**src/hdl/estp_pkg.sv**
```systemverilog
`default_nettype none
// ----------------------------------------------------------------------------
// estp_pkg
// Shared types, constants and decode functions for the escape sequence
// token parser.
// ----------------------------------------------------------------------------
package estp_pkg;

  localparam int MAX_HEX_DIGITS = 6;
  localparam int OFFSET_BITS    = 32;
  localparam int LEN_BITS       = $clog2(MAX_HEX_DIGITS + 1);
  localparam int CP_BITS        = 21;
  localparam int BW_BITS        = 3;
  localparam int TOK_BITS       = 24;
  localparam int OUT_OFS_BITS   = 32;

  typedef enum logic [2:0] {
    MODE_IDLE      = 3'd0,
    MODE_ESC       = 3'd1,
    MODE_USEEN     = 3'd2,
    MODE_PAYLOAD   = 3'd3,
    MODE_ERR_BRACE = 3'd4,
    MODE_ERR_LEN   = 3'd5,
    MODE_ERR_HEX   = 3'd6
  } mode_t;

  localparam logic [CP_BITS-1:0] CH_BACKSLASH = 21'h5C;
  localparam logic [CP_BITS-1:0] CH_U         = 21'h75;
  localparam logic [CP_BITS-1:0] CH_LBRACE    = 21'h7B;
  localparam logic [CP_BITS-1:0] CH_RBRACE    = 21'h7D;

  typedef struct packed {
    logic [CP_BITS-1:0] codepoint;
    logic [BW_BITS-1:0] byte_width;
  } item_t;

  typedef struct packed {
    logic [2:0]              status;
    logic                    token_valid;
    logic [TOK_BITS-1:0]     token_codepoint;
    logic                    escaped_literal;
    logic [OUT_OFS_BITS-1:0] token_char_offset;
    logic [OUT_OFS_BITS-1:0] token_byte_offset;
  } result_t;

  typedef struct packed {
    logic       ok;
    logic [3:0] val;
  } hex_t;

  function automatic hex_t hex_digit(input logic [CP_BITS-1:0] c);
    hex_t h;
    h.ok  = 1'b1;
    h.val = c[3:0];
    if (c >= 21'h30 && c <= 21'h39) begin
      h.val = c[3:0];
    end else if (c >= 21'h41 && c <= 21'h46) begin
      h.val = 4'(c - 21'h41 + 21'd10);
    end else if (c >= 21'h61 && c <= 21'h66) begin
      h.val = 4'(c - 21'h61 + 21'd10);
    end else begin
      h.ok = 1'b0;
    end
    return h;
  endfunction

  // zero means no simple escape
  function automatic logic [TOK_BITS-1:0] simple_escape(input logic [CP_BITS-1:0] c);
    logic [TOK_BITS-1:0] e;
    case (c)
      21'h61:  e = 24'd7;   // a
      21'h62:  e = 24'd8;   // b
      21'h65:  e = 24'd27;  // e
      21'h66:  e = 24'd12;  // f
      21'h6E:  e = 24'd10;  // n
      21'h72:  e = 24'd13;  // r
      21'h74:  e = 24'd9;   // t
      21'h76:  e = 24'd11;  // v
      21'h5C:  e = 24'd92;  // backslash
      default: e = '0;
    endcase
    return e;
  endfunction

endpackage
`default_nettype wire

```
**src/hdl/estp_in_stage.sv**
```systemverilog
`default_nettype none
// ----------------------------------------------------------------------------
// estp_in_stage
// Input register: holds one accepted beat until the step logic takes it.
// ----------------------------------------------------------------------------
module estp_in_stage (
  input  wire logic           clk,
  input  wire logic           rst,
  input  wire logic           in_valid,
  output logic                in_ready,
  input  wire estp_pkg::item_t in_item,
  input  wire logic           take,
  output logic                held_valid,
  output estp_pkg::item_t     held_item
);
  import estp_pkg::*;

  assign in_ready = !held_valid || take;

  always_ff @(posedge clk) begin
    if (rst) begin
      held_valid <= 1'b0;
    end else if (in_ready) begin
      held_valid <= in_valid;
    end
    if (in_valid && in_ready) begin
      held_item <= in_item;
    end
  end

endmodule
`default_nettype wire

```
**src/hdl/estp_core.sv**
```systemverilog
`default_nettype none
// ----------------------------------------------------------------------------
// estp_core
// Parser state and its combinational step: mode, hex payload, offsets.
// ----------------------------------------------------------------------------
module estp_core (
  input  wire logic            clk,
  input  wire logic            rst,
  input  wire logic            step,
  input  wire estp_pkg::item_t item,
  output estp_pkg::result_t    result
);
  import estp_pkg::*;

  mode_t                  mode, mode_next;
  logic [LEN_BITS-1:0]    payload_length, payload_length_next;
  logic [TOK_BITS-1:0]    payload_value, payload_value_next;
  logic [OFFSET_BITS-1:0] char_offset, char_offset_next;
  logic [OFFSET_BITS-1:0] byte_count, byte_count_next;
  logic [OFFSET_BITS-1:0] start_char_offset, start_char_offset_next;
  logic [OFFSET_BITS-1:0] start_byte_offset, start_byte_offset_next;

  logic                tok_valid;
  logic [TOK_BITS-1:0] tok;
  logic                lit;
  logic                active;
  logic [TOK_BITS-1:0] esc;
  hex_t                hx;

  always_comb begin
    mode_next              = mode;
    payload_length_next    = payload_length;
    payload_value_next     = payload_value;
    start_char_offset_next = start_char_offset;
    start_byte_offset_next = start_byte_offset;
    tok_valid              = 1'b0;
    tok                    = '0;
    lit                    = 1'b0;
    active                 = 1'b1;
    esc                    = simple_escape(item.codepoint);
    hx                     = hex_digit(item.codepoint);

    case (mode)
      MODE_IDLE: begin
        start_char_offset_next = char_offset;
        start_byte_offset_next = byte_count;
        if (item.codepoint == CH_BACKSLASH) begin
          mode_next = MODE_ESC;
        end else begin
          tok_valid = 1'b1;
          tok       = TOK_BITS'(item.codepoint);
        end
      end
      MODE_ESC: begin
        if (esc != '0) begin
          tok_valid = 1'b1;
          tok       = esc;
          mode_next = MODE_IDLE;
        end else if (item.codepoint == CH_U) begin
          mode_next = MODE_USEEN;
        end else begin
          tok_valid = 1'b1;
          tok       = TOK_BITS'(item.codepoint);
          lit       = 1'b1;
          mode_next = MODE_IDLE;
        end
      end
      MODE_USEEN: begin
        if (item.codepoint == CH_LBRACE) begin
          mode_next           = MODE_PAYLOAD;
          payload_length_next = '0;
          payload_value_next  = '0;
        end else begin
          mode_next = MODE_ERR_BRACE;
        end
      end
      MODE_PAYLOAD: begin
        if (item.codepoint == CH_RBRACE) begin
          tok_valid = 1'b1;
          tok       = payload_value;
          mode_next = MODE_IDLE;
        end else if (payload_length >= LEN_BITS'(MAX_HEX_DIGITS)) begin
          mode_next = MODE_ERR_LEN;
        end else begin
          payload_length_next = payload_length + LEN_BITS'(1);
          if (!hx.ok) begin
            mode_next = MODE_ERR_HEX;
          end else begin
            payload_value_next = {payload_value[TOK_BITS-5:0], hx.val};
          end
        end
      end
      // error modes are sticky and freeze the offsets
      default: begin
        active = 1'b0;
      end
    endcase

    char_offset_next = active ? char_offset + OFFSET_BITS'(1) : char_offset;
    byte_count_next  = active ? byte_count + OFFSET_BITS'(item.byte_width) : byte_count;
  end

  always_ff @(posedge clk) begin
    if (rst) begin
      mode              <= MODE_IDLE;
      payload_length    <= '0;
      payload_value     <= '0;
      char_offset       <= '0;
      byte_count        <= '0;
      start_char_offset <= '0;
      start_byte_offset <= '0;
    end else if (step) begin
      mode              <= mode_next;
      payload_length    <= payload_length_next;
      payload_value     <= payload_value_next;
      char_offset       <= char_offset_next;
      byte_count        <= byte_count_next;
      start_char_offset <= start_char_offset_next;
      start_byte_offset <= start_byte_offset_next;
    end
  end

  always_comb begin
    result.status            = mode_next;
    result.token_valid       = tok_valid;
    result.token_codepoint   = tok;
    result.escaped_literal   = lit;
    result.token_char_offset = OUT_OFS_BITS'(start_char_offset_next);
    result.token_byte_offset = OUT_OFS_BITS'(start_byte_offset_next);
  end

endmodule
`default_nettype wire

```
**src/hdl/estp_out_stage.sv**
```systemverilog
`default_nettype none
// ----------------------------------------------------------------------------
// estp_out_stage
// Result register: loads a result whenever the slot is free or being drained.
// ----------------------------------------------------------------------------
module estp_out_stage (
  input  wire logic              clk,
  input  wire logic              rst,
  input  wire logic              src_valid,
  output logic                   take,
  input  wire estp_pkg::result_t src_result,
  output logic                   out_valid,
  input  wire logic              out_ready,
  output estp_pkg::result_t      out_result
);
  import estp_pkg::*;

  assign take = src_valid && (!out_valid || out_ready);

  always_ff @(posedge clk) begin
    if (rst) begin
      out_valid <= 1'b0;
    end else if (!out_valid || out_ready) begin
      out_valid <= src_valid;
    end
    if (take) begin
      out_result <= src_result;
    end
  end

endmodule
`default_nettype wire

```
**src/hdl/escape_sequence_token_parser.sv**
```systemverilog
// Path: an accepted beat waits in the input register; its result is loaded into
// the result register once that slot is free. Throughput: one beat per cycle
// while out_ready is high; the combinational state step lies between the two.
// Reset: synchronous rst returns the parser to idle with all offsets at zero
// and empties both registers.
`default_nettype none
// ----------------------------------------------------------------------------
// escape_sequence_token_parser
// Backslash and \u{hex} escape decoder producing one result beat per character.
// ----------------------------------------------------------------------------
module escape_sequence_token_parser (
  input  wire logic                               clk,
  input  wire logic                               rst,
  input  wire logic                               in_valid,
  output logic                                    in_ready,
  input  wire logic [estp_pkg::CP_BITS-1:0]       codepoint,
  input  wire logic [estp_pkg::BW_BITS-1:0]       byte_width,
  output logic                                    out_valid,
  input  wire logic                               out_ready,
  output logic [2:0]                              status,
  output logic                                    token_valid,
  output logic [estp_pkg::TOK_BITS-1:0]           token_codepoint,
  output logic                                    escaped_literal,
  output logic [estp_pkg::OUT_OFS_BITS-1:0]       token_char_offset,
  output logic [estp_pkg::OUT_OFS_BITS-1:0]       token_byte_offset
);
  import estp_pkg::*;

  item_t   in_item;
  item_t   held_item;
  logic    held_valid;
  logic    take;
  result_t step_result;
  result_t out_result;

  assign in_item.codepoint  = codepoint;
  assign in_item.byte_width = byte_width;

  estp_in_stage u_in (
    .clk        (clk),
    .rst        (rst),
    .in_valid   (in_valid),
    .in_ready   (in_ready),
    .in_item    (in_item),
    .take       (take),
    .held_valid (held_valid),
    .held_item  (held_item)
  );

  estp_core u_core (
    .clk    (clk),
    .rst    (rst),
    .step   (take),
    .item   (held_item),
    .result (step_result)
  );

  estp_out_stage u_out (
    .clk        (clk),
    .rst        (rst),
    .src_valid  (held_valid),
    .take       (take),
    .src_result (step_result),
    .out_valid  (out_valid),
    .out_ready  (out_ready),
    .out_result (out_result)
  );

  assign status            = out_result.status;
  assign token_valid       = out_result.token_valid;
  assign token_codepoint   = out_result.token_codepoint;
  assign escaped_literal   = out_result.escaped_literal;
  assign token_char_offset = out_result.token_char_offset;
  assign token_byte_offset = out_result.token_byte_offset;

endmodule
`default_nettype wire
```
**config.mk**
```make
export PLATFORM = sky130hd
export DESIGN_NAME = escape_sequence_token_parser
export DESIGN_NICKNAME = d
export VERILOG_FILES = /design/src/hdl/estp_pkg.sv /design/src/hdl/estp_in_stage.sv /design/src/hdl/estp_core.sv /design/src/hdl/estp_out_stage.sv /design/src/hdl/escape_sequence_token_parser.sv
export SDC_FILE = /design/constraint.sdc
export NUM_CORES = 1
export LEC_CHECK = 0
export BUFFER_PORTS_ARGS = -buffer_cell sky130_fd_sc_hd__buf_2
export CELL_PAD_IN_SITES_DETAIL_PLACEMENT = 1
export CELL_PAD_IN_SITES_GLOBAL_PLACEMENT = 1
export CORE_AREA = 2 2 162 164
export DETAILED_ROUTE_END_ITERATION = 6
export DIE_AREA = 0 0 164 166
export GPL_TIMING_DRIVEN = 1
export HOLD_SLACK_MARGIN = 0.08
export MAX_ROUTING_LAYER = met4
export PLACE_DENSITY_LB_ADDON = 0.1
export SLEW_MARGIN = 10
export SYNTH_ARGS = -nofsm -noshare
export SYNTH_HDL_FRONTEND = slang
export SYNTH_SLANG_ARGS = --single-unit
```
**constraint.sdc**
```tcl
create_clock -name clk -period 5.4 [get_ports clk]
set_clock_uncertainty 0.2 [all_clocks]
set_input_delay 0.54 -clock clk [delete_from_list [all_inputs] [get_ports clk]]
set_output_delay 0.54 -clock clk [all_outputs]
set_load 0.05 [all_outputs]
```
==> Word level (Yosys, flattened, before mapping) <==
Cells that the tools add are included.
{ "classes": {"eq_ne": 19, "n_bitwise": 1, "addsub": 7, "reduce_logical": 17, "mux": 37, "magnitude_cmp": 7} }
{ "op_table": {"columns": ["op", "count"], "rows": [
  ["$eq A21 B7 Y1 const B", 12],
  ["$mux W24", 6],
  ["$pmux W24 S3", 1],
  ["$mux W32", 2],
  ["$pmux W7 S9", 1],
  ["$pmux W24 S2", 1],
  ["$ge A21 B7 Y1 const B", 2],
  ["$le A21 B7 Y1 const B", 2],
  ["$mux W21", 2],
  ["$add A32 B1 Y32 const B", 1],
  ["$add A32 B3 Y32", 1],
  ["$mux W3", 9],
  ["$reduce_bool A24 Y1", 1],
  ["$ge A21 B6 Y1 const B", 1],
  ["$le A21 B6 Y1 const B", 1],
  ["$mux W4", 3],
  ["$pmux W3 S4", 1],
  ["$add A4 B4 Y4 const B", 2],
  ["$mux W1", 8],
  ["$sub A4 B1 Y4 const B", 2],
  ["$eq A3 B2 Y1 const B", 2],
  ["$pmux W3 S2", 1],
  ["$reduce_and A6 Y1", 1],
  ["$logic_and A1 B1 Y1", 5],
  ["16 further kinds", 20]
]} }
{ "totals": {"register_bits": 277, "word_cells": 105, "output_inout_bits": 95} }

==> Longest topological paths before layout <==
Gate-level depths: netlist of run 1.
{ "logic_depth": {"word_depth": 9, "depth_mapped": 12, "mapped_depth_nobuf": 9} }

==> Modules after synthesis <==
From an unflattened synthesis of run 1, not the netlist that was laid out.
{ "hier_totals": {"cells_unflattened": 1169, "hier_area_um2": 11658.7} }
{ "modules_own_cells": {"columns": ["module", "n_inst", "seq_area_each_um2", "cells_per_inst", "area_per_inst_um2"], "rows": [
  ["estp_core", 1, 3163.0, 1042, 8035.2],
  ["estp_out_stage", 1, 2812.7, 98, 2847.7],
  ["estp_in_stage", 1, 740.7, 29, 775.7]
]} }

==> Worst setup path after synthesis of run 1 <==
No wires, ideal clock.
{ "synth_timing": {"path_type": "register to register", "startpoint": "register u_out.out_valid", "endpoint": "register, netlist name u_out.out_result[0]", "setup_time_ps": 493, "stages_incl_launch_ff": 4, "period_less_slack_ps": 4292, "t_arrival_ps": 3599, "slack_ps": 1108, "path_cell_list": "dfxtp_1 nor2b_1 nor2_1 clkbuf_1"} }
{ "synth_between": {"elab_chain_len": 3} }
{ "synth_lines": {"columns": ["item", "line", "source"], "rows": [
  ["start, declared", "estp_out_stage.sv:12", "output logic out_valid,"],
  ["start signal, assigned", "estp_out_stage.sv:24", "out_valid <= src_valid;"],
  ["$logic_not A1 Y1", "estp_out_stage.sv:18", "assign take = src_valid && (!out_valid || out_ready);"],
  ["$logic_or A1 B1 Y1", "estp_out_stage.sv:18", null],
  ["$logic_and A1 B1 Y1", "estp_out_stage.sv:18", null],
  ["net take", "escape_sequence_token_parser.sv:32", "logic take;"]
]} }
The timed path passes the listed nets, and every way through them passes these cells.
A chain may end at the register's enable or synchronous reset.

==> Final worst setup path of run 1 <==
{ "layout_timing": {"startpoint": "register, netlist name u_in.held_item[4]", "endpoint": "register u_core.payload_value[17]"} }
{ "layout_between": {"elab_chain_len": 7, "word_cells_on_any_way": 18, "classes_between": "order compare: 6; eq/ne: 5; mux: 3; reduce/logical: 4"} }
{ "layout_lines": {"columns": ["item", "line", "source"], "rows": [
  ["$ge A21 B7 Y1 or $le A21 B7 Y1 (tied branches)", "estp_pkg.sv:59", "end else if (c >= 21'h61 && c <= 21'h66) begin"],
  ["$logic_and A1 B1 Y1", "estp_pkg.sv:59", null],
  ["$mux W1", "estp_pkg.sv:59", null],
  ["$mux W1", "estp_pkg.sv:57", "end else if (c >= 21'h41 && c <= 21'h46) begin"],
  ["$mux W1", "estp_pkg.sv:55", "if (c >= 21'h30 && c <= 21'h39) begin"],
  ["$ne A2 B1 Y1 (no line)", null, null],
  ["$reduce_and A6 Y1 (no line) (*)", null, null],
  ["end signal, assigned", "estp_core.sv:115", "payload_value <= payload_value_next;"],
  ["end, declared", "estp_core.sv:17", "logic [TOK_BITS-1:0] payload_value, payload_value_next;"]
]} }
Every way passes the cells marked *; elsewhere a longest branch is shown, timed or not.

==> run_results.csv, run 1 <==
group,metric,value,unit
outcome,status,"finished, final reports clean",
timing,finalSetupViolations,0,
die,die_h,166,um
timing,relSlewSlack,33.7,%
die,rows,59,
die,start_util,45.9,%
timing,fin_crit,3.38,ns
clocking,cts.sink_count,277,
power,ir_drop,0.228,mV
setup_path,worstReg2RegStart,"u_in.held_item[4]$_DFFE_PP_",
drt,viasPerCell,5.49,
placed_design,dp_hpwl,18500,um
grt,grtUsageTotal,21.9,%
job,maxCapViolCount,0,
synthesis,synth_cell_type_count,70,
die,pin_count,123,
synthesis,ys_ff_latch,277,
setup_path,cp.required,5.67,ns
synthesis,synthMostInstantiatedCell,"dfxtp_1",
synthesis,synth.yosys.seq_area_share,57.1,%
timing,fin_crit_sh,62.6,%
setup_path,crit_start,"u_in.held_item[4]$_DFFE_PP_",
placed_design,port_buffers,122,
cells_and_area,num_antenna_cells,0,
timing,report.final.slew_viol_count,0,
clocking,cts_tree,"yes",
cells_and_area,areaGrowthSynthToFinish,17.4,%
die,die_w,164,um
synthesis,synth_edf_count,117,
timing,fin_setup_tns,0,ns
synthesis,synth_top_family_by_area,"simple AND/OR/NAND/NOR gates",
die,die_area,27200,um2
drt,vias,8656,
hold_path,hp-start,"out_ready",
drt,routed_wl,28600,um
grt,grt_pass1_vias,9026,
setup_path,max_stage_delay,0.70,ns
synthesis,synthSimpleGateAreaFrac,15.9,%
clocking,clk_path_buf_depth,3,
setup_path,crit_type,"flip-flop to flip-flop",
grt,grt_pass1_wl,47400,um
synthesis,synth-xor-area-share,3.65,%
grt,gr-total-overflow,0,
synthesis,synth_fp_nets,1137,
synthesis,synth_compound_area_share,12.5,%
clocking,htree_levels,1,
power,power_leakage,5.07,nW
drt,post-route-drc-count,0,
drt,wire_per_inst,18.2,um
synthesis,synthArstFlopShare,0,%
clocking,clk_latency,0.55,ns
drt,firstDrtPassIters,4,
cells_and_area,drive_gt1_share,22.5,%
cells_and_area,fin_util,53.9,%
setup_path,cp-end-kind,"flip-flop",
grt,grt_max_degree,89,
clocking,cts_resized,0,
die,core,25600,um2
setup_path,cp.arrival,3.65,ns
setup_path,worst_setup_path_start_kind,"flip-flop",
synthesis,syn_inst,1099,
synthesis,synth_top_cell_by_area,"edfxtp_1",
clocking,root_buffer,"clkbuf_16",
cells_and_area,nets,1256,
synthesis,synthAdderAreaFrac,1.13,%
setup_path,crit_path_max_fanout,21,
drt,drtAntennaViolNets,0,
grt,grt_antenna_before_repair,0,
hold_path,holdCritPathClass,"primary input to flip-flop",
clocking,clk_pin_slew,0.06,ns
timing,finalHoldViolations,0,
setup_path,crit_chain,"inv_1 -> ha_1 -> nand3_1 -> or3_1 -> o21ai_1 -> or2_1 -> o21ba_1 -> a22o_1",
power,p_per_area,332,nW/um2
synthesis,yosys-mux-area-fraction,6.50,%
setup_path,critical_path.slowest_cell,"o21ba_1",
synthesis,ys_warn_count,0,
synthesis,synth_top_area_share,29.9,%
timing,worst_slew_pin_slew,0.995,ns
clocking,cts_made_buffers,29,
placed_design,routabilityCongestion,0.814,
timing,fmax,0.296,GHz
synthesis,synth.avg_cell_area,10.7,um2
synthesis,syn-cell-area,11800,um2
clocking,post-cts-setup-buffers,0,
synthesis,ys_top_cells_by_area,"edfxtp_1 (30%), dfxtp_1 (27%), mux2_2 (6.4%)",
synthesis,synth_commonest_cells,"dfxtp_1 (160), edfxtp_1 (117), nand2_1 (114)",
timing,rsz0062_at_grt,"false",
synthesis,synth_ff_type,"dfxtp_1",
drt,drt_iter0_drc,463,
final timing paths:
path                                               end  cells after the start  slack [ns]
min                       u_out.out_valid$_SDFFE_PP0P_                      3        0.19
min reg2reg  u_core.start_char_offset[13]$_SDFFE_PP0P_                      2        0.27
max reg2reg      u_core.payload_value[17]$_SDFFE_PP0P_                      8        2.02
max              u_core.payload_value[17]$_SDFFE_PP0P_                      8        2.02
metal layers:
layer / up-vias / GRT usage (%) / part of all wire [%]
met5: - / - / 0
met4: 0 / 5.03 / 2.0
met3: 46 / 2.32 / 2.9
met2: 145 / 36.3 / 48
met1: 4269 / 28.9 / 47
li1: 4196 / - / -
cells by family (layout without fill, tap and decap cells):
family                   count (synthesis)  in the layout
flip-flops                             277            277
AO/OA/AOI/OAI                          247            247
XOR/XNOR                                49             49
AND/OR/NAND/NOR                        357            357
buffers and inverters                   91            233
adder cells (fa/ha/maj)                 10             10
multiplexers                            68             68
flip-flops by register name, summed over array words and instances (netlist names):
name / flops
u_core.start_char_offset: 32
u_core.mode: 3
u_core.payload_value: 24
u_out.out_result: 93
u_core.payload_length: 3
u_in.held_item: 24
u_core.char_offset: 32
u_out.out_valid: 1
u_core.byte_count: 32
u_core.start_byte_offset: 32
u_in.held_valid: 1
worst max-delay path, delay by kind of cell, from the launching register on:
family / cells / cell delay, ns
AO/OA/AOI/OAI: 3 / 1.18
buffers and inverters: 1 / 0.14
AND/OR/NAND/NOR: 3 / 0.89
flip-flops: 1 / 0.56
adder cells (fa/ha/maj): 1 / 0.34
cell usage in the layout (no fill, tap or decap), drive strengths merged, types with 21 or more instances in the layout:
cell / instances
dfxtp: 160
mux2: 67
a22o: 34
clkbuf: 43
inv: 21
buf: 135
nand3: 26
dlygate4sd3: 25
nor3: 31
edfxtp: 117
xnor2: 30
a21oi: 98
o21ai: 82
nand2: 114
nor2: 79
power by group:
| group | switching, mW | internal (mW) |
|---|---|---|
| clock network | 0.811 | 1.17 |
| registers | 0.0311 | 2.23 |
| logic | 0.245 | 0.0981 |
| total | 1.09 | 3.50 |
metrics by stage:
| step | std cells | setup WS, ns | power, mW | hold slack (ns) | area [um2] |
|---|---|---|---|---|---|
| floorplan | 1099 | 1.11 | 2.55 | 0.240 | 11800 |
| global placement | 1497 | 2.14 | 2.63 | 0.257 | 12600 |
| detailed placement | 1497 | 2.07 | 2.64 | 0.268 | 12600 |
| CTS | 1576 | 2.06 | 4.64 | 0.161 | 13800 |
| global route | 1576 | 1.77 | 4.75 | 0.191 | 13800 |
| finish | 1576 | 2.02 | 4.59 | 0.190 | 13800 |
cell type report:
| cell class | instances | area (um2) |
|---|---|---|
| sequential | 277 | 6720 |
| multi-input combinational | 731 | 4690 |
| timing repair buffer | 160 | 961 |
| inverter | 19 | 71.3 |
| clock inverter | 11 | 118 |
| fill | 2817 | 11800 |
| tap | 335 | 419 |
| clock buffer | 43 | 840 |
repair_timing:
| action | 4_1_cts | 5_1_grt |
|---|---|---|
| hold buffers | 25 | 0 |
| endpoints found under the hold margin | 25 | 0 |
| endpoints found under the setup margin | 0 | 0 |
(Power assumes the default switching activity.)
==> inputs of run 2 (changes only) <==
--- a/config.mk
+++ b/config.mk
@@ -8,9 +8,9 @@
 export BUFFER_PORTS_ARGS = -buffer_cell sky130_fd_sc_hd__buf_2
 export CELL_PAD_IN_SITES_DETAIL_PLACEMENT = 1
 export CELL_PAD_IN_SITES_GLOBAL_PLACEMENT = 1
-export CORE_AREA = 2 2 162 164
+export CORE_AREA = 2 2 171 173
 export DETAILED_ROUTE_END_ITERATION = 6
-export DIE_AREA = 0 0 164 166
+export DIE_AREA = 0 0 173 175
 export GPL_TIMING_DRIVEN = 1
 export HOLD_SLACK_MARGIN = 0.08
 export MAX_ROUTING_LAYER = met4
==> constraint.sdc (replaced) <==
create_clock -name clk -period 3.07 [get_ports clk]
set_clock_uncertainty 0.2 [all_clocks]
set_input_delay 0.307 -clock clk [delete_from_list [all_inputs] [get_ports clk]]
set_output_delay 0.307 -clock clk [all_outputs]
set_load 0.05 [all_outputs]
==> run_results.csv, run 2 (synthesized netlist as in run 1, its figures left out) <==
group,metric,value,unit
hold_path,holdCritPathClass,"primary input to flip-flop",
cells_and_area,drive_gt1_share,24.1,%
drt,firstDrtPassIters,4,
setup_path,crit_type,"flip-flop to flip-flop",
setup_path,cp.required,3.37,ns
cells_and_area,mostFrequentLayoutCells,"dfxtp_1 (160), buf_2 (121), edfxtp_1 (117)",
placed_design,routabilityCongestion,0.844,
setup_path,cp-end-kind,"flip-flop",
setup_path,crit_chain,"nor4_4 -> nand4_2 -> nor4bb_1 -> a21oi_1 -> nor3_4 -> a22o_1",
timing,finalSetupViolations,0,
grt,grtUsageMet1,26.6,%
cells_and_area,areaGrowthSynthToFinish,20.5,%
die,pin_count,123,
timing,fmax,0.351,GHz
power,p_clk_share,43.5,%
clocking,cts.sink_count,277,
die,rows,62,
grt,grt_antenna_before_repair,0,
power,switching_power,1.98,mW
grt,grt_max_degree,69,
setup_path,max_stage_delay,0.66,ns
timing,fin_crit,2.85,ns
die,core,28400,um2
cells_and_area,regMostFlops,"u_out.out_result",
power,internal_power,6.20,mW
cells_and_area,fin_util,49.9,%
die,start_util,41.4,%
timing,relSlewSlack,49.0,%
timing,fin_crit_sh,92.7,%
die,die_area,30300,um2
power,pwr-share-seq,48.5,%
grt,busiest_layer,"met2",
clocking,htree_levels,1,
timing,report.final.slew_viol_count,0,
setup_path,worst_setup_path_start_kind,"flip-flop",
drt,vias,8788,
grt,gr-total-overflow,0,
clocking,cts_tree,"yes",
timing,worst_slew_pin_slew,0.765,ns
setup_path,cp.arrival,3.14,ns
timing,finalHoldViolations,0,
drt,viasPerCell,5.31,
die,die_w,173,um
power,power_leakage,5.25,nW
job,maxCapViolCount,0,
drt,drtAntennaViolNets,0,
drt,post-route-drc-count,0,
clocking,clk_path_buf_depth,3,
cells_and_area,final_common_cell,"dfxtp_1",
drt,wire_per_inst,18.1,um
power,p_per_area,576,nW/um2
grt,grt_pass1_wl,49500,um
timing,rsz0062_at_grt,"false",
die,die_h,175,um
power,power,8.17,mW
cells_and_area,largest_reg_flops,93,
clocking,cts_made_buffers,31,
grt,gr-usage-met3,2.76,%
grt,grtUsageTotal,20.4,%
drt,routed_wl,29900,um
grt,met2_usage,34.1,%
power,p_comb_share,8.1,%
clocking,clk_latency,0.56,ns
setup_path,crit_path_max_fanout,20,
setup_path,critical_path.slowest_cell,"nor3_4",
power,p_sw_share,24.2,%
cells_and_area,nets,1286,
drt,drt_iter0_drc,444,
grt,grt_pass1_vias,9219,
outcome,status,"finished, final reports clean",
power,ir_drop,0.353,mV
cells_and_area,finalInstanceArea,14200,um2
placed_design,place_area,12900,um2
placed_design,port_buffers,122,
clocking,clk_pin_slew,0.06,ns
placed_design,dp_hpwl,19200,um
clocking,root_buffer,"clkbuf_16",
cells_and_area,num_antenna_cells,0,
## run 2: changes by cell type in the layout (fill, tap and decap cells not counted), moves of 2 or more
| cell | delta |
|---|---|
| buf_12 | +5 |
| buf_4 | +21 |
| clkbuf_1 | +3 |
| clkbuf_16 | +2 |
| clkinv_2 | +4 |
| clkinvlp_4 | -3 |
| dlygate4sd3_1 | +2 |
| inv_6 | -2 |
## run 2: stage by stage
step                      hold slack [ns]  TNS (ns)  cells  setup WS [ns]
after global routing                0.251         0   1656         0.0143
after floorplan                     0.206         0   1099          0.221
after CTS                           0.235         0   1655          0.207
final                               0.264         0   1656          0.225
after detailed placement            0.264     -2.93   1571         -0.130
after global placement              0.257   -0.0230   1571        -0.0230
## run 2: layer usage
layer  share of wire (%)  vias up
li1                    -     4256
met1                  47     4349
met2                  48      137
met3                 3.2       46
met4                 1.8        0
met5                   0        -
## run 2: path summary, 6_finish.rpt
check	from	end	slack, ns	depth (start not counted)
min	codepoint[7]	u_in.held_item[10]$_DFFE_PP_	0.26	2
max reg2reg	u_in.held_item[12]$_DFFE_PP_	u_core.payload_value[19]$_SDFFE_PP0P_	0.22	6
min reg2reg	u_core.payload_value[23]$_SDFFE_PP0P_	u_core.payload_value[23]$_SDFFE_PP0P_	0.27	1
max	u_in.held_item[12]$_DFFE_PP_	u_core.payload_value[19]$_SDFFE_PP0P_	0.22	6
## run 2: cell type report
| cell class | count | area, um2 |
|---|---|---|
| fillers | 3148 | 14200 |
| repair buffers | 188 | 1240 |
| well taps | 384 | 480 |
| clock inverters | 10 | 83.8 |
| flip-flops and latches | 277 | 6720 |
| multi-input cells | 731 | 4700 |
| inverters | 19 | 71.3 |
| clock buffers | 47 | 887 |
## run 2: power by group through the flow
| stage | clock network (mW) | logic, mW | registers [mW] |
|---|---|---|---|
| final | 3.55 | 0.659 | 3.96 |
| after global routing | 3.80 | 0.709 | 3.97 |
| after CTS | 3.65 | 0.660 | 3.96 |
| after detailed placement | 0 | 0.630 | 4.04 |
| after global placement | 0 | 0.624 | 4.04 |
| after floorplan | 0 | 0.288 | 4.19 |
## run 2: worst max-delay path, delay by kind of cell (launching register included)
| kind | cells | cell delay [ns] |
|---|---|---|
| simple gates | 4 | 1.74 |
| flops | 1 | 0.43 |
| compound gates | 2 | 0.41 |
## run 2: what timing repair did
action,in CTS,in global routing
gates resized for setup,2,1
endpoints found under the setup margin,35,16
setup buffers,0,1
hold endpoints to repair,50,0
hold buffers,27,0
pin swaps,0,1
==> inputs of run 3 (changes only) <==
--- a/config.mk
+++ b/config.mk
@@ -8,13 +8,14 @@
 export BUFFER_PORTS_ARGS = -buffer_cell sky130_fd_sc_hd__buf_2
 export CELL_PAD_IN_SITES_DETAIL_PLACEMENT = 1
 export CELL_PAD_IN_SITES_GLOBAL_PLACEMENT = 1
-export CORE_AREA = 2 2 171 173
+export CORE_AREA = 2 2 157 159
 export DETAILED_ROUTE_END_ITERATION = 6
-export DIE_AREA = 0 0 173 175
+export DIE_AREA = 0 0 159 161
 export GPL_TIMING_DRIVEN = 1
 export HOLD_SLACK_MARGIN = 0.08
 export MAX_ROUTING_LAYER = met4
 export PLACE_DENSITY_LB_ADDON = 0.1
+export SETUP_SLACK_MARGIN = 0.4
 export SLEW_MARGIN = 10
 export SYNTH_ARGS = -nofsm -noshare
 export SYNTH_HDL_FRONTEND = slang
==> constraint.sdc (replaced) <==
create_clock -name clk -period 3.5 [get_ports clk]
set_clock_uncertainty 0.2 [all_clocks]
set_input_delay 0.35 -clock clk [delete_from_list [all_inputs] [get_ports clk]]
set_output_delay 0.35 -clock clk [all_outputs]
set_load 0.05 [all_outputs]
==> run_results.csv, run 3 (synthesized netlist as in run 1, its figures left out) <==
group,metric,value,unit
cells_and_area,largest_reg_flops,93,
cells_and_area,final_common_cell,"dfxtp_1",
setup_path,cp-end-kind,"flip-flop",
timing,rsz0062_at_grt,"false",
timing,fin_crit_sh,84.4,%
power,internal_power,5.36,mW
power,ir_drop,0.331,mV
grt,grtUsageTotal,23.6,%
power,power_leakage,5.12,nW
die,start_util,49.1,%
grt,grt_pass1_wl,48400,um
cells_and_area,drive_gt1_share,22.9,%
timing,finalHoldViolations,0,
timing,fin_setup_tns,0,ns
power,p_clk_share,42.4,%
die,die_w,159,um
power,p_per_area,504,nW/um2
die,die_h,161,um
setup_path,crit_type,"flip-flop to flip-flop",
drt,vias,8771,
cells_and_area,areaGrowthSynthToFinish,18.1,%
timing,report.final.slew_viol_count,0,
drt,routed_wl,29800,um
placed_design,placed_cells,1491,
drt,viasPerCell,5.57,
outcome,status,"finished, final reports clean",
job,maxCapViolCount,0,
setup_path,max_stage_delay,0.69,ns
placed_design,dp_hpwl,18600,um
setup_path,crit_chain,"nor3_1 -> nand4_2 -> nor4_2 -> nor2_1 -> a41oi_1 -> nand2b_1",
drt,wire_per_inst,18.9,um
timing,relSlewSlack,30.3,%
placed_design,routabilityCongestion,0.874,
power,p_comb_share,8.0,%
hold_path,holdCritPathClass,"primary input to flip-flop",
placed_design,port_buffers,122,
setup_path,crit_path_max_fanout,9,
clocking,clk_latency,0.54,ns
clocking,cts.sink_count,277,
grt,busiest_layer,"met2",
cells_and_area,nets,1266,
grt,gr-usage-met3,3.24,%
power,p_sw_share,23.5,%
setup_path,cp.arrival,3.04,ns
die,rows,57,
cells_and_area,mostFrequentLayoutCells,"dfxtp_1 (160), buf_2 (121), edfxtp_1 (117)",
clocking,clk_path_buf_depth,3,
drt,post-route-drc-count,0,
die,die_area,25600,um2
grt,gr-total-overflow,0,
timing,worst_slew_pin_slew,1.05,ns
drt,firstDrtPassIters,5,
clocking,root_buffer,"clkbuf_16",
grt,met2_usage,40.8,%
clocking,cts_tree,"yes",
timing,fin_crit,2.95,ns
cells_and_area,fin_cells,1575,
grt,grt_antenna_before_repair,1,
drt,drtAntennaViolNets,0,
setup_path,cp.required,3.58,ns
power,switching_power,1.65,mW
grt,grtUsageMet1,29.9,%
timing,fmax,0.338,GHz
grt,grt_pass1_vias,9205,
clocking,cts_made_buffers,29,
die,core,24000,um2
clocking,htree_levels,1,
grt,grt_max_degree,94,
setup_path,critical_path.slowest_cell,"nor4_2",
cells_and_area,regMostFlops,"u_out.out_result",
setup_path,worst_setup_path_start_kind,"flip-flop",
clocking,clk_pin_slew,0.06,ns
timing,finalSetupViolations,0,
die,pin_count,123,
drt,drt_iter0_drc,516,
power,pwr-share-seq,49.7,%
==> run 3: area by class of cell <==
type                       instances  area [um2]
antenna                            1        2.50
clock buffer                      44         822
clock inverter                     9        98.8
fill                            2616       10100
inverter                          19        71.3
multi-input combinational        732        4720
sequential                       277        6720
tap                              324         405
timing repair buffer             169        1070
==> run 3: worst max-delay path, delay by kind of cell (launching register included) <==
kind / cells / cell delay, ns
and+or+nand+nor: 5 / 1.76
DFF: 1 / 0.40
AOI/OAI and AO/OA: 1 / 0.34
==> run 3: power by group through the flow <==
stage          logic (mW)  clock network (mW)  registers (mW)
2_1_floorplan       0.252                   0            3.67
3_3_place_gp        0.516                   0            3.55
3_5_place_dp        0.521                   0            3.55
4_1_cts             0.548                3.04            3.48
5_1_grt             0.596                3.17            3.49
6_report            0.557                2.97            3.48
==> run 3: metrics by stage <==
stage	total power [mW]	area (um2)	hold WS (ns)	utilization, %	setup slack, ns
2_1_floorplan	3.93	11800	0.240	-	0.651
3_3_place_gp	4.07	12700	0.256	52.8	0.281
3_5_place_dp	4.07	12700	0.267	52.8	0.233
4_1_cts	7.07	13800	0.113	57.8	0.409
5_1_grt	7.26	13900	0.163	58.0	0.402
6_report	7.01	13900	0.132	58.0	0.545
==> run 3: what timing repair did <==
| item | CTS | global route |
|---|---|---|
| pin swaps | 0 | 2 |
| gates cloned | 0 | 1 |
| setup buffers | 0 | 3 |
| gates resized for setup | 2 | 2 |
| hold buffers | 26 | 0 |
| setup endpoints to repair | 35 | 37 |
| hold endpoints to repair | 26 | 0 |
==> run 3: final timing paths <==
check	start	to	slack (ns)	cells past startpoint
worst max-delay path	u_in.held_item[22]$_DFFE_PP_	u_out.out_result[66]$_DFFE_PP_	0.55	6
worst min-delay path	rst	u_core.byte_count[26]$_SDFFE_PP0P_	0.13	2
worst max register to register	u_in.held_item[22]$_DFFE_PP_	u_out.out_result[66]$_DFFE_PP_	0.55	6
worst min register to register	u_core.payload_length[0]$_SDFFE_PP0P_	u_core.payload_length[0]$_SDFFE_PP0P_	0.27	2
==> run 3: routing by layer <==
metal  share of wire, %  up-vias  wire length (um)
met4                1.5        0               452
met1                 45     4386             13400
met5                  0        -                 0
met3                3.3       36               998
met2                 50      124             15000
li1                   -     4225                 -
